$ cat src/rtl/gdad_pkg.sv
// Types, constants and calendar helpers for the Gregorian date adder.
// Shared by gdad_alu and gregorian_date_add_days; depends on nothing else.
`default_nettype none
package gdad_pkg;

	// Field widths of the two channels.
	localparam int DAYS_W  = 30;
	localparam int DAY_W   = 5;
	localparam int MONTH_W = 4;
	localparam int SYEAR_W = 20;
	localparam int YEAR_W  = 22;

	// Working widths: the ordinal holds a day-of-year plus the day count.
	localparam int ORD_W  = DAYS_W + 1;
	localparam int QUO_W  = 13;
	localparam int YMOD_W = 9;

	// Year divided by 400: drop four low bits, then an exact reciprocal of 25
	// over the remaining 16 bits. The quotient fits in 12 bits.
	localparam int YEAR_DROP  = 4;
	localparam int YEAR_RECIP = 83887;
	localparam int YEAR_SHIFT = 21;
	localparam int YPROD_W    = 33;

	// Ordinal divided by 146097: the top 18 bits times a floored reciprocal.
	// The estimate is never high and at most one below the true quotient.
	localparam int CYC_DROP  = 13;
	localparam int CYC_RECIP = 940737;
	localparam int CYC_SHIFT = 24;
	localparam int CPROD_W   = 38;

	// Calendar constants.
	localparam int CYCLE_DAYS  = 146097;
	localparam int CYCLE_YEARS = 400;
	localparam int YEAR_DAYS   = 365;
	localparam int LEAP_DAYS   = 366;
	localparam logic [MONTH_W-1:0] MONTH_JAN = MONTH_W'(1);
	localparam logic [MONTH_W-1:0] MONTH_FEB = MONTH_W'(2);
	localparam logic [MONTH_W-1:0] MONTH_DEC = MONTH_W'(12);

	typedef struct packed {
		logic [DAYS_W-1:0]  days_to_add;
		logic [DAY_W-1:0]   start_day;
		logic [MONTH_W-1:0] start_month;
		logic [SYEAR_W-1:0] start_year;
	} item_t;

	typedef struct packed {
		logic [DAY_W-1:0]   end_day;
		logic [MONTH_W-1:0] end_month;
		logic [YEAR_W-1:0]  end_year;
	} result_t;

	typedef enum logic [3:0] {
		ST_IDLE,
		ST_YDIV,
		ST_YMOD,
		ST_ORD_INIT,
		ST_ORD_SUM,
		ST_ADD_N,
		ST_CDIV,
		ST_CMUL,
		ST_CFIX,
		ST_CYC_ADD,
		ST_YEARS,
		ST_MONTHS,
		ST_FINISH
	} state_t;

	typedef enum logic {
		ALU_ADD,
		ALU_SUB
	} alu_op_t;

	typedef struct packed {
		alu_op_t          op;
		logic [ORD_W-1:0] a;
		logic [ORD_W-1:0] b;
	} alu_req_t;

	typedef struct packed {
		logic [ORD_W-1:0] res;
		logic             borrow;
	} alu_rsp_t;

	// Leap test from the year taken modulo 400.
	function automatic logic is_leap(input logic [YMOD_W-1:0] ymod);
		logic century;
		century = (ymod == YMOD_W'(100)) || (ymod == YMOD_W'(200)) ||
			(ymod == YMOD_W'(300));
		return (ymod[1:0] == 2'b00) && !century;
	endfunction

	// Length of month m (1..12) in a year with the given leap flag.
	function automatic logic [DAY_W-1:0] month_len(input logic [MONTH_W-1:0] m,
		input logic leap);
		logic [DAY_W-1:0] len;
		case (m)
			4'd4, 4'd6, 4'd9, 4'd11: len = DAY_W'(30);
			MONTH_FEB:                len = leap ? DAY_W'(29) : DAY_W'(28);
			default:                  len = DAY_W'(31);
		endcase
		return len;
	endfunction

endpackage
`default_nettype wire

$ cat src/rtl/gdad_alu.sv
// Shared add/subtract unit used by every iteration of the date adder.
// Depends on gdad_pkg for the request and response types.
`default_nettype none
module gdad_alu (
	input  wire gdad_pkg::alu_req_t req,
	output gdad_pkg::alu_rsp_t rsp
);

	logic [gdad_pkg::ORD_W:0] sum;

	// One wide adder; subtraction reports a borrow when a is below b.
	always_comb begin
		if (req.op == gdad_pkg::ALU_SUB) begin
			sum = {1'b0, req.a} - {1'b0, req.b};
		end else begin
			sum = {1'b0, req.a} + {1'b0, req.b};
		end
		rsp.res    = sum[gdad_pkg::ORD_W-1:0];
		rsp.borrow = (req.op == gdad_pkg::ALU_SUB) && sum[gdad_pkg::ORD_W];
	end

endmodule
`default_nettype wire

$ cat src/rtl/gregorian_date_add_days.sv
// Top level of the Gregorian date adder: sequencer, registers and output stage.
// Depends on gdad_pkg and gdad_alu.
//
//  channel | signals                            | direction | payload
//  item    | item_valid, item_stall, item       | in        | days_to_add, start date
//  result  | result_valid, result_stall, result | out       | end date
//
// An item's result is loaded once the year is split by 400, up to 11 month sums are
// made, the ordinal is split by 146097 with at most one corrective subtract (both splits
// by reciprocal multiplies), and up to 399 year steps and up to 11 month steps are done.
// The next item is taken in the cycle after the load.
// Reset clears the sequencer and the result valid; no clearing pass is needed.
// A stalled result holds the next finished item in the finish state; item_stall is high
// from a transfer until the sequencer is back in idle.
`default_nettype none
module gregorian_date_add_days (
	input  wire                      clk,
	input  wire                      arst_n,
	input  wire                      item_valid,
	output logic                     item_stall,
	input  wire gdad_pkg::item_t     item,
	output logic                     result_valid,
	input  wire                      result_stall,
	output gdad_pkg::result_t        result
);

	localparam int ORD_W   = gdad_pkg::ORD_W;
	localparam int QUO_W   = gdad_pkg::QUO_W;
	localparam int YEAR_W  = gdad_pkg::YEAR_W;
	localparam int SYEAR_W = gdad_pkg::SYEAR_W;
	localparam int YMOD_W  = gdad_pkg::YMOD_W;
	localparam int MON_W   = gdad_pkg::MONTH_W;
	localparam int DAY_W   = gdad_pkg::DAY_W;
	localparam int YPROD_W = gdad_pkg::YPROD_W;
	localparam int CPROD_W = gdad_pkg::CPROD_W;

	gdad_pkg::state_t state_q, state_d;

	logic [gdad_pkg::DAYS_W-1:0] n_q, n_d;
	logic [DAY_W-1:0]            day_q, day_d;
	logic [MON_W-1:0]            mon_q, mon_d;
	logic [MON_W-1:0]            m_q, m_d;
	logic [YEAR_W-1:0]           year_q, year_d;
	logic [YMOD_W-1:0]           ymod_q, ymod_d;
	logic [ORD_W-1:0]            ord_q, ord_d;
	logic [ORD_W-1:0]            dvd_q, dvd_d;
	logic [QUO_W-1:0]            cq_q, cq_d;
	gdad_pkg::result_t           result_q;
	logic                        result_valid_q, result_valid_d;
	logic                        load_out;

	gdad_pkg::alu_req_t alu_req;
	gdad_pkg::alu_rsp_t alu_rsp;

	logic               leap;
	logic [DAY_W-1:0]   mlen;
	logic [DAY_W-1:0]   dclamp;
	logic [YPROD_W-1:0] yprod;
	logic [CPROD_W-1:0] cprod;
	logic [ORD_W-1:0]   yq_mul;
	logic [ORD_W-1:0]   cq_mul;
	logic [YEAR_W-1:0]  qext;

	gdad_alu u_alu (
		.req (alu_req),
		.rsp (alu_rsp)
	);

	// Combinational values used by the states.
	assign leap   = gdad_pkg::is_leap(ymod_q);
	assign yprod  = YPROD_W'(year_q[SYEAR_W-1:gdad_pkg::YEAR_DROP]) *
		YPROD_W'(gdad_pkg::YEAR_RECIP);
	assign cprod  = CPROD_W'(dvd_q[ORD_W-1:gdad_pkg::CYC_DROP]) *
		CPROD_W'(gdad_pkg::CYC_RECIP);
	assign yq_mul = (dvd_q << 8) + (dvd_q << 7) + (dvd_q << 4);
	assign cq_mul = ORD_W'(cq_q) * ORD_W'(gdad_pkg::CYCLE_DAYS);
	assign qext   = YEAR_W'(cq_q);

	// Sequencer: next state, ALU request and next register values.
	always_comb begin
		state_d        = state_q;
		n_d            = n_q;
		day_d          = day_q;
		mon_d          = mon_q;
		m_d            = m_q;
		year_d         = year_q;
		ymod_d         = ymod_q;
		ord_d          = ord_q;
		dvd_d          = dvd_q;
		cq_d           = cq_q;
		load_out       = 1'b0;
		alu_req.op     = gdad_pkg::ALU_ADD;
		alu_req.a      = ord_q;
		alu_req.b      = '0;
		mlen           = gdad_pkg::month_len(m_q, leap);
		dclamp         = '0;

		case (state_q)
			gdad_pkg::ST_IDLE: begin
				if (item_valid) begin
					n_d    = item.days_to_add;
					day_d  = item.start_day;
					if (item.start_month < gdad_pkg::MONTH_JAN) begin
						mon_d = gdad_pkg::MONTH_JAN;
					end else if (item.start_month > gdad_pkg::MONTH_DEC) begin
						mon_d = gdad_pkg::MONTH_DEC;
					end else begin
						mon_d = item.start_month;
					end
					year_d  = YEAR_W'(item.start_year);
					state_d = gdad_pkg::ST_YDIV;
				end
			end

			// Quotient of the start year by 400 from the reciprocal product.
			gdad_pkg::ST_YDIV: begin
				dvd_d   = ORD_W'(yprod[YPROD_W-1:gdad_pkg::YEAR_SHIFT]);
				state_d = gdad_pkg::ST_YMOD;
			end

			// The year residue is the year less 400 times the quotient.
			gdad_pkg::ST_YMOD: begin
				alu_req.op = gdad_pkg::ALU_SUB;
				alu_req.a  = ORD_W'(year_q);
				alu_req.b  = yq_mul;
				ymod_d     = alu_rsp.res[YMOD_W-1:0];
				state_d    = gdad_pkg::ST_ORD_INIT;
			end

			// Clamp the day into its month; the ordinal is kept zero-based.
			gdad_pkg::ST_ORD_INIT: begin
				mlen   = gdad_pkg::month_len(mon_q, leap);
				dclamp = (day_q == '0) ? DAY_W'(1) : day_q;
				if (dclamp > mlen) begin
					dclamp = mlen;
				end
				ord_d   = ORD_W'(dclamp - DAY_W'(1));
				m_d     = gdad_pkg::MONTH_JAN;
				state_d = gdad_pkg::ST_ORD_SUM;
			end

			// Add the lengths of the months before the start month.
			gdad_pkg::ST_ORD_SUM: begin
				alu_req.b = ORD_W'(mlen);
				if (m_q < mon_q) begin
					ord_d = alu_rsp.res;
					m_d   = m_q + MON_W'(1);
				end else begin
					state_d = gdad_pkg::ST_ADD_N;
				end
			end

			gdad_pkg::ST_ADD_N: begin
				alu_req.b = ORD_W'(n_q);
				dvd_d     = alu_rsp.res;
				state_d   = gdad_pkg::ST_CDIV;
			end

			// Estimate the number of whole 400-year cycles.
			gdad_pkg::ST_CDIV: begin
				cq_d    = cprod[gdad_pkg::CYC_SHIFT+QUO_W-1:gdad_pkg::CYC_SHIFT];
				state_d = gdad_pkg::ST_CMUL;
			end

			// Remainder left by the estimated cycle count.
			gdad_pkg::ST_CMUL: begin
				alu_req.op = gdad_pkg::ALU_SUB;
				alu_req.a  = dvd_q;
				alu_req.b  = cq_mul;
				ord_d      = alu_rsp.res;
				state_d    = gdad_pkg::ST_CFIX;
			end

			// Take out one more cycle while the remainder still holds one.
			gdad_pkg::ST_CFIX: begin
				alu_req.op = gdad_pkg::ALU_SUB;
				alu_req.b  = ORD_W'(gdad_pkg::CYCLE_DAYS);
				if (!alu_rsp.borrow) begin
					ord_d = alu_rsp.res;
					cq_d  = cq_q + QUO_W'(1);
				end else begin
					state_d = gdad_pkg::ST_CYC_ADD;
				end
			end

			// Skip whole 400-year cycles; the remainder plus one is the new, one-based ordinal.
			gdad_pkg::ST_CYC_ADD: begin
				alu_req.b = ORD_W'(1);
				year_d    = year_q + (qext << 8) + (qext << 7) + (qext << 4);
				ord_d     = alu_rsp.res;
				state_d   = gdad_pkg::ST_YEARS;
			end

			// Step year by year while the ordinal passes the year's end.
			gdad_pkg::ST_YEARS: begin
				alu_req.op = gdad_pkg::ALU_SUB;
				alu_req.b  = leap ? ORD_W'(gdad_pkg::LEAP_DAYS) :
					ORD_W'(gdad_pkg::YEAR_DAYS);
				if (!alu_rsp.borrow && (alu_rsp.res != '0)) begin
					ord_d  = alu_rsp.res;
					year_d = year_q + YEAR_W'(1);
					ymod_d = (ymod_q == YMOD_W'(gdad_pkg::CYCLE_YEARS - 1)) ?
						'0 : ymod_q + YMOD_W'(1);
				end else begin
					m_d     = gdad_pkg::MONTH_JAN;
					state_d = gdad_pkg::ST_MONTHS;
				end
			end

			// Step month by month within the final year.
			gdad_pkg::ST_MONTHS: begin
				alu_req.op = gdad_pkg::ALU_SUB;
				alu_req.b  = ORD_W'(mlen);
				if ((m_q < gdad_pkg::MONTH_DEC) && !alu_rsp.borrow &&
					(alu_rsp.res != '0)) begin
					ord_d = alu_rsp.res;
					m_d   = m_q + MON_W'(1);
				end else begin
					state_d = gdad_pkg::ST_FINISH;
				end
			end

			// Hand the date to the output register once it is free.
			gdad_pkg::ST_FINISH: begin
				if (!result_valid_q || !result_stall) begin
					load_out = 1'b1;
					state_d  = gdad_pkg::ST_IDLE;
				end
			end

			default: begin
				state_d = gdad_pkg::ST_IDLE;
			end
		endcase

		// Output valid: set on load, cleared on a transfer.
		result_valid_d = result_valid_q;
		if (load_out) begin
			result_valid_d = 1'b1;
		end else if (result_valid_q && !result_stall) begin
			result_valid_d = 1'b0;
		end
	end

	// Control registers.
	always_ff @(posedge clk or negedge arst_n) begin
		if (!arst_n) begin
			state_q        <= gdad_pkg::ST_IDLE;
			result_valid_q <= 1'b0;
		end else begin
			state_q        <= state_d;
			result_valid_q <= result_valid_d;
		end
	end

	// Working registers and the output register.
	always_ff @(posedge clk) begin
		n_q    <= n_d;
		day_q  <= day_d;
		mon_q  <= mon_d;
		m_q    <= m_d;
		year_q <= year_d;
		ymod_q <= ymod_d;
		ord_q  <= ord_d;
		dvd_q  <= dvd_d;
		cq_q   <= cq_d;
		if (load_out) begin
			result_q.end_day   <= ord_q[DAY_W-1:0];
			result_q.end_month <= m_q;
			result_q.end_year  <= year_q;
		end
	end

	assign item_stall   = (state_q != gdad_pkg::ST_IDLE);
	assign result_valid = result_valid_q;
	assign result       = result_q;

`ifndef SYNTHESIS
	// A result appears only after the sequencer has finished an item.
	a_result_from_finish: assert property (@(posedge clk) disable iff (!arst_n)
		$rose(result_valid) |-> $past(state_q == gdad_pkg::ST_FINISH))
		else $error("result valid rose without a finished item");

	// During the year steps the ordinal stays inside one 400-year cycle.
	a_years_ord_range: assert property (@(posedge clk) disable iff (!arst_n)
		(state_q == gdad_pkg::ST_YEARS) |->
		(ord_q != '0) && (ord_q <= ORD_W'(gdad_pkg::CYCLE_DAYS))
		&& (ymod_q < YMOD_W'(gdad_pkg::CYCLE_YEARS)))
		else $error("ordinal or year residue out of range in year steps");

	// Month steps start with an ordinal that fits in one year.
	a_months_ord_range: assert property (@(posedge clk) disable iff (!arst_n)
		(state_q == gdad_pkg::ST_MONTHS) |->
		(ord_q != '0) && (ord_q <= ORD_W'(gdad_pkg::LEAP_DAYS))
		&& (m_q >= gdad_pkg::MONTH_JAN) && (m_q <= gdad_pkg::MONTH_DEC))
		else $error("ordinal or month out of range in month steps");

	// A delivered date has a nonzero day and a month from 1 to 12.
	a_result_date: assert property (@(posedge clk) disable iff (!arst_n)
		result_valid |-> (result.end_day != '0) &&
		(result.end_month >= gdad_pkg::MONTH_JAN) &&
		(result.end_month <= gdad_pkg::MONTH_DEC))
		else $error("result date out of range");

	// After the cycle correction the remainder is below one full cycle.
	a_cycle_remainder: assert property (@(posedge clk) disable iff (!arst_n)
		(state_q == gdad_pkg::ST_CYC_ADD) |->
		(ord_q < ORD_W'(gdad_pkg::CYCLE_DAYS)))
		else $error("cycle remainder out of range");
`endif

endmodule
`default_nettype wire

$ cat config.mk
export PLATFORM = sky130hd
export DESIGN_NAME = gregorian_date_add_days
export DESIGN_NICKNAME = d
export VERILOG_FILES = /design/src/rtl/gdad_pkg.sv /design/src/rtl/gdad_alu.sv /design/src/rtl/gregorian_date_add_days.sv
export SDC_FILE = /design/constraint.sdc
export NUM_CORES = 2
export LEC_CHECK = 0
export BUFFER_PORTS_ARGS = -buffer_cell sky130_fd_sc_hd__buf_2
export CORE_MARGIN = 5
export CORE_UTILIZATION = 54
export CTS_BUF_LIST = sky130_fd_sc_hd__clkbuf_4 sky130_fd_sc_hd__clkbuf_8
export DETAILED_ROUTE_END_ITERATION = 10
export GPL_TIMING_DRIVEN = 1
export PLACE_DENSITY = 0.71
export SLEW_MARGIN = 20
export SYNTH_ARGS = -nofsm -noshare
export SYNTH_HDL_FRONTEND = slang
export SYNTH_SLANG_ARGS = --single-unit
$ cat constraint.sdc
create_clock -name clk -period 9.8 [get_ports clk]
set_input_delay 0.49 -clock clk [delete_from_list [all_inputs] [get_ports clk]]
set_output_delay 0.49 -clock clk [all_outputs]
set_load 0.03 [all_outputs]
Word level (Yosys, flattened, before mapping)
Cells that the tools add are included.
W data, S select, Z words.
- memory bits (read-only): 0
- memory bits (writable): 0
- latch bits: 0
- logic and storage cells: 151
- register bits: 185
- output and inout bits: 33
- memories: 0
- bits of input ports: 63
- div/mod/pow operators: 0
- $mul: 3
- $lt $le $gt $ge: 5
- equal/unequal tests: 36
- reductions and logical operators: 38
- multiplexer cells: 42
- $add $sub $neg: 12
- shifts and indexed selects: 0
- bitwise logic cells: 0
- operators with widths (cell ; count):
    $pmux W31 S7 ; 1
    $pmux W31 S6 ; 1
    $mux W31 ; 4
    $pmux W31 S2 ; 2
    $pmux W22 S3 ; 1
    $add A31 B31 Y31 ; 2
    $pmux W4 S13 ; 1
    $mux W22 ; 2
    $mux W4 ; 10
    $mul A18 B20 Y37 const B ; 1
    $eq A4 B4 Y1 const B ; 9
    $mul A16 B17 Y33 const B ; 1
    $add A31 B31 Y32 ; 1
    $eq A4 B3 Y1 const B ; 8
    $mux W32 ; 1
    $sub A31 B31 Y32 ; 1
    $mul A13 B18 Y31 const B ; 1
    $reduce_bool A31 Y1 ; 1
    $pmux W13 S2 ; 1
    $add A22 B1 Y22 const B ; 1
    $add A22 B17 Y22 ; 1
    $add A22 B20 Y22 ; 1
    $add A22 B21 Y22 ; 1
    $mux W5 ; 4
    other kinds (40) ; 79

Longest topological paths before layout
- depth in word-level cells: 16
- mapped depth: 36
- gate-level depth less buffers: 35

Modules after synthesis
From an unflattened synthesis, not the netlist that was laid out.
- cell total of the unflattened synthesis: 2886
- area total of the unflattened synthesis: 27945.6 µm²
- modules (own cells, without submodules) (module ; area each (µm²) ; times used ; cells each ; seq. area each (µm²)):
    gregorian_date_add_days ; 25667.1 ; 1 ; 2544 ; 5530.3
    gdad_alu ; 2278.4 ; 1 ; 342 ; 0.0

Least setup slack after synthesis
OpenSTA, ideal clock, no wires.
- kind: register to register
- start point: reg cq_q[2]
- end point: reg year_q[0] (enable)
- required time: 9368 ps
- cell stages (with the launch flop): 34
- setup slack: 320 ps
- arrival time: 9048 ps
- path through: edfxtp_1 ha_1 inv_1 fa_1 fa_1 inv_1 fa_1 inv_1 fa_1 inv_1 ha_1 and4_1 and2_1 a211oi_1 xnor2_1 a222oi_1 o211ai_1 nor3_1 o21ai_0 o21bai_1 xnor2_1 ha_1 clkbuf_1 a21o_1 a21o_1 a21oi_1 o21ai_0 or3_1 o22ai_1 xor2_1 nand3_1 or4b_4 nand2_1 o21ai_0
- cells in the longest elaborated chain, start to end: 9
- ends and longest elaborated chain (item ; RTL line ; text):
    start, declared ; gregorian_date_add_days.sv:47 ; logic [QUO_W-1:0] cq_q, cq_d;
    start signal, assigned ; gregorian_date_add_days.sv:266 ; cq_q <= cq_d;
    $mul A13 B18 Y31 * ; gregorian_date_add_days.sv:76 ; assign cq_mul = ORD_W'(cq_q) * ORD_W'(gdad_pkg::CYCLE_DAYS);
    $pmux W31 S7 * ; gregorian_date_add_days.sv:98 ; case (state_q)
    $add A31 B31 Y32 / $sub A31 B31 Y32 (equally long branches) ; gdad_alu.sv:16, gdad_alu.sv:14 ;
    $mux W32 * ; gdad_alu.sv:13 ; if (req.op == gdad_pkg::ALU_SUB) begin
    parallel branches: the longest is 2 deep, another holds $reduce_bool A31 Y1 ; n/a ;
    $logic_and A1 B1 Y1 * ; gregorian_date_add_days.sv:199 ; if (!alu_rsp.borrow && (alu_rsp.res != '0)) begin
    $ne A2 B2 Y1 (no line) * ; n/a ;
    $reduce_and A3 Y1 (no line) * ; n/a ;
    end signal, assigned ; gregorian_date_add_days.sv:262 ; year_q <= year_d;
    end, declared ; gregorian_date_add_days.sv:43 ; logic [YEAR_W-1:0] year_q, year_d;
Every way passes the cells marked *.
A chain may end at the register's enable or synchronous reset.

Worst setup path after layout
- start point: reg cq_q[8]
- end point: reg ymod_q[8] (enable)
- cells in the longest elaborated chain, start to end: 9
- ends and longest elaborated chain (item ; RTL line ; text):
    $mul A13 B18 Y31 * ; gregorian_date_add_days.sv:76 ;
    $pmux W31 S7 * ; gregorian_date_add_days.sv:98 ;
    $add A31 B31 Y32 / $sub A31 B31 Y32 (equally long branches) ; gdad_alu.sv:16, gdad_alu.sv:14 ;
    $mux W32 * ; gdad_alu.sv:13 ;
    parallel branches: the longest is 2 deep, another holds $reduce_bool A31 Y1 ; n/a ;
    $logic_and A1 B1 Y1 * ; gregorian_date_add_days.sv:199 ;
    $ne A2 B2 Y1 (no line) * ; n/a ;
    $reduce_and A2 Y1 (no line) * ; n/a ;
    end signal, assigned ; gregorian_date_add_days.sv:263 ; ymod_q <= ymod_d;
    end, declared ; gregorian_date_add_days.sv:44 ; logic [YMOD_W-1:0] ymod_q, ymod_d;
Marked as above.

==> results_dict.tcl <==
set metrics [dict create \
    cts_root_buf "clkbuf_8" \
    wl_per_cell_microns 22.6 \
    ff2ff_path_depth 35 \
    start_util_pct 54.6 \
    synth.cell_area_sq_um 28100 \
    grt_usage_pct 29.8 \
    seq_area_frac_synth_pct 19.7 \
    fp.dieW_microns 238 \
    clk_pin_slew_ns 0.15 \
    fin_cells 3696 \
    timing.final.crit_share_pct 95.4 \
    routed_via_density 6.02 \
    synth.distinct_cells 84 \
    remaining_drc_errors 0 \
    syn2layout_area_growth_pct 7.68 \
    drt-initial-drc-count 1772 \
    grt_pass1_wl_microns 131000 \
    synth_top_area_share_pct 22.6 \
    hpwl_microns 68100 \
    max_freq_ghz 0.107 \
    fill_cells 4491 \
    ys_top_cells_by_count "466 x inv_1, 465 x ha_1, 318 x fa_1" \
    skew_ns 0.0316 \
    synth_edf_count 180 \
    synth_top_area_cell "fa_1" \
    syn_nets 3729 \
    vias 22300 \
    clkLatencyLatePin_ns 0.61 \
    finalNetCount 3848 \
    placed_cells 3649 \
    postRouteAntennaNets 0 \
    grt_max_degree 50 \
    path_class "reg -> reg" \
    synth.most_common_cell "inv_1" \
    avgSynthCellArea_sq_um 9.76 \
    status "complete, no violations" \
    maxCapViolations 0 \
    fin_crit_ns 9.34 \
    ys_ff_latch 185 \
    grt_antenna_before_repair 1 \
    cts_num_sinks 185 \
    num_rows 83 \
    ys.warnings.count 0 \
    grt_pass1_vias 23200 \
    synth_cells 2883 \
    core_area_sq_um 51500 \
    htreeDepth 4 \
    cp_slowest_stage_delay_ns 0.59 \
    start_kind "register" \
    cpMaxStageDelayCell "or4b_4" \
    worst_slew_pin_slew_ns 1.01 \
    io_pins 96 \
    die_h_microns 238 \
    die_area_sq_um 56800 \
    cts_tree "done" \
    arrival_ns 9.71 \
    ys_async_sr_fraction_pct 2.70 \
    wl_microns 83400 \
    slew_violations 0 \
    drtPass1Iterations 5 \
    dominantRegCellSynth "edfxtp_1" \
    cp_max_fo 9 \
    port_buffers 95 \
    setup_viol 0 \
    layout-drive-gt1-share_pct 8.56 \
    cts_inserted_buffers 17 \
    maxSlewHeadroom_pct 32.8 \
    endpoint_kind "register" \
    min_path_type "in -> reg" \
    gp_congestion 0.965 \
    netlist_top_cells_area "fa_1 23%, ha_1 21%, edfxtp_1 19%" \
    hold_depth 1 \
    hold_viol_final 0 \
    crit_required_ns 10.16 \
    cts_max_path_buffers 2 \
    overflow 0 \
]
-- path summary, 6_finish.rpt --
check	slack [ns]	endpoint	start
worst max-delay path	0.46	ymod_q[8]	cq_q[8]
worst min-delay path	0.04	n_q[24]	item[53]
worst max register to register	0.46	ymod_q[8]	cq_q[8]
worst min register to register	0.48	result[29]	ord_q[3]
max in group asynchronous	9.36	state_q[0]	arst_n
min in group asynchronous	0.23	state_q[2]	arst_n
-- through the flow --
| step | hold slack (ns) | util (%) | instance area (sq um) | setup TNS, ns | setup slack (ns) |
|---|---|---|---|---|---|
| after floorplan | 0.194 | - | 28100 | 0 | 0.320 |
| after global placement | 0.351 | 57.7 | 29700 | 0 | 0.489 |
| after detailed placement | 0.356 | 57.7 | 29700 | 0 | 0.289 |
| after CTS | 0.00818 | 58.6 | 30200 | 0 | 0.232 |
| after global routing | 0.0177 | 58.8 | 30300 | -0.189 | -0.0252 |
| final | 0.0405 | 58.8 | 30300 | 0 | 0.455 |
-- cell families after synthesis --
logic type	after synthesis	synth area share, %
buffers and inverters	534	7.17
muxes	9	0.320
xor gates and xnor gates	155	4.82
adders and majority gates	783	43.3
AOI/OAI and AO/OA	585	13.9
DFF	185	19.7
and+or+nand+nor	632	10.8
-- sequential cells by signal (all words and copies together) (netlist names), 5 cells and up --
| name | count |
|---|---|
| ord_q | 31 |
| cq_q | 13 |
| result | 31 |
| year_q | 22 |
| dvd_q | 31 |
| ymod_q | 9 |
| n_q | 30 |
| day_q | 5 |
-- cells in the final DEF, fill, tap and decap left out, types with 18 or more instances in the layout --
master    netlist  layout
inv_1         466     466
ha_1          465     465
fa_1          318     318
edfxtp_1      180     180
nor2_1        183     179
nand2_1       176     176
a21oi_1       148     147
o21ai_0       110     109
buf_2           5      95
xnor2_1        89      89
buf_4           0      71
xor2_1         66      66
a21o_1         66      66
nand3_1        62      62
nor3_1         39      38
a22oi_1        31      31
nor2b_1        25      24
nand4_1        22      22
a31oi_1        21      20
a211oi_1       21      20
o21a_1         19      19
and3_1         19      18
-- routing by layer --
| metal | global-route usage (%) | share of wire (%) |
|---|---|---|
| met3 | 5.66 | 7.0 |
| met5 | 0 | 0 |
| met1 | 38.5 | 41 |
| met2 | 49.9 | 48 |
| met4 | 11.9 | 4.4 |
-- area by class of cell --
type	instances	area (sq um)	area share [%]
antenna	1	2.50	0.00826
clock buffer	17	234	0.772
clock inverter	15	223	0.735
inverter	466	1750	5.77
multi-input combinational	2164	20700	68.2
sequential	185	5530	18.3
tap	680	851	2.81
timing repair buffer	168	1030	3.41
-- timing repair --
item,CTS,global route
hold buffers,1,0
hold endpoints to repair,5,0
endpoints found under the setup margin,0,67
setup buffers,0,12
resized for setup,0,4
-- worst max-delay path: cells and delay by family, from the launching register on --
kind / cells / cell delay, ns
compound gates: 11 / 2.31
buf+inv: 7 / 0.82
fa+ha+maj: 7 / 3.06
xor+xnor: 3 / 0.49
simple gates: 7 / 1.88
flops: 1 / 0.54
Power is left out: the tool's default activity adds up to more than one toggle a clock period on the data nets, which glitch-free logic cannot reach.
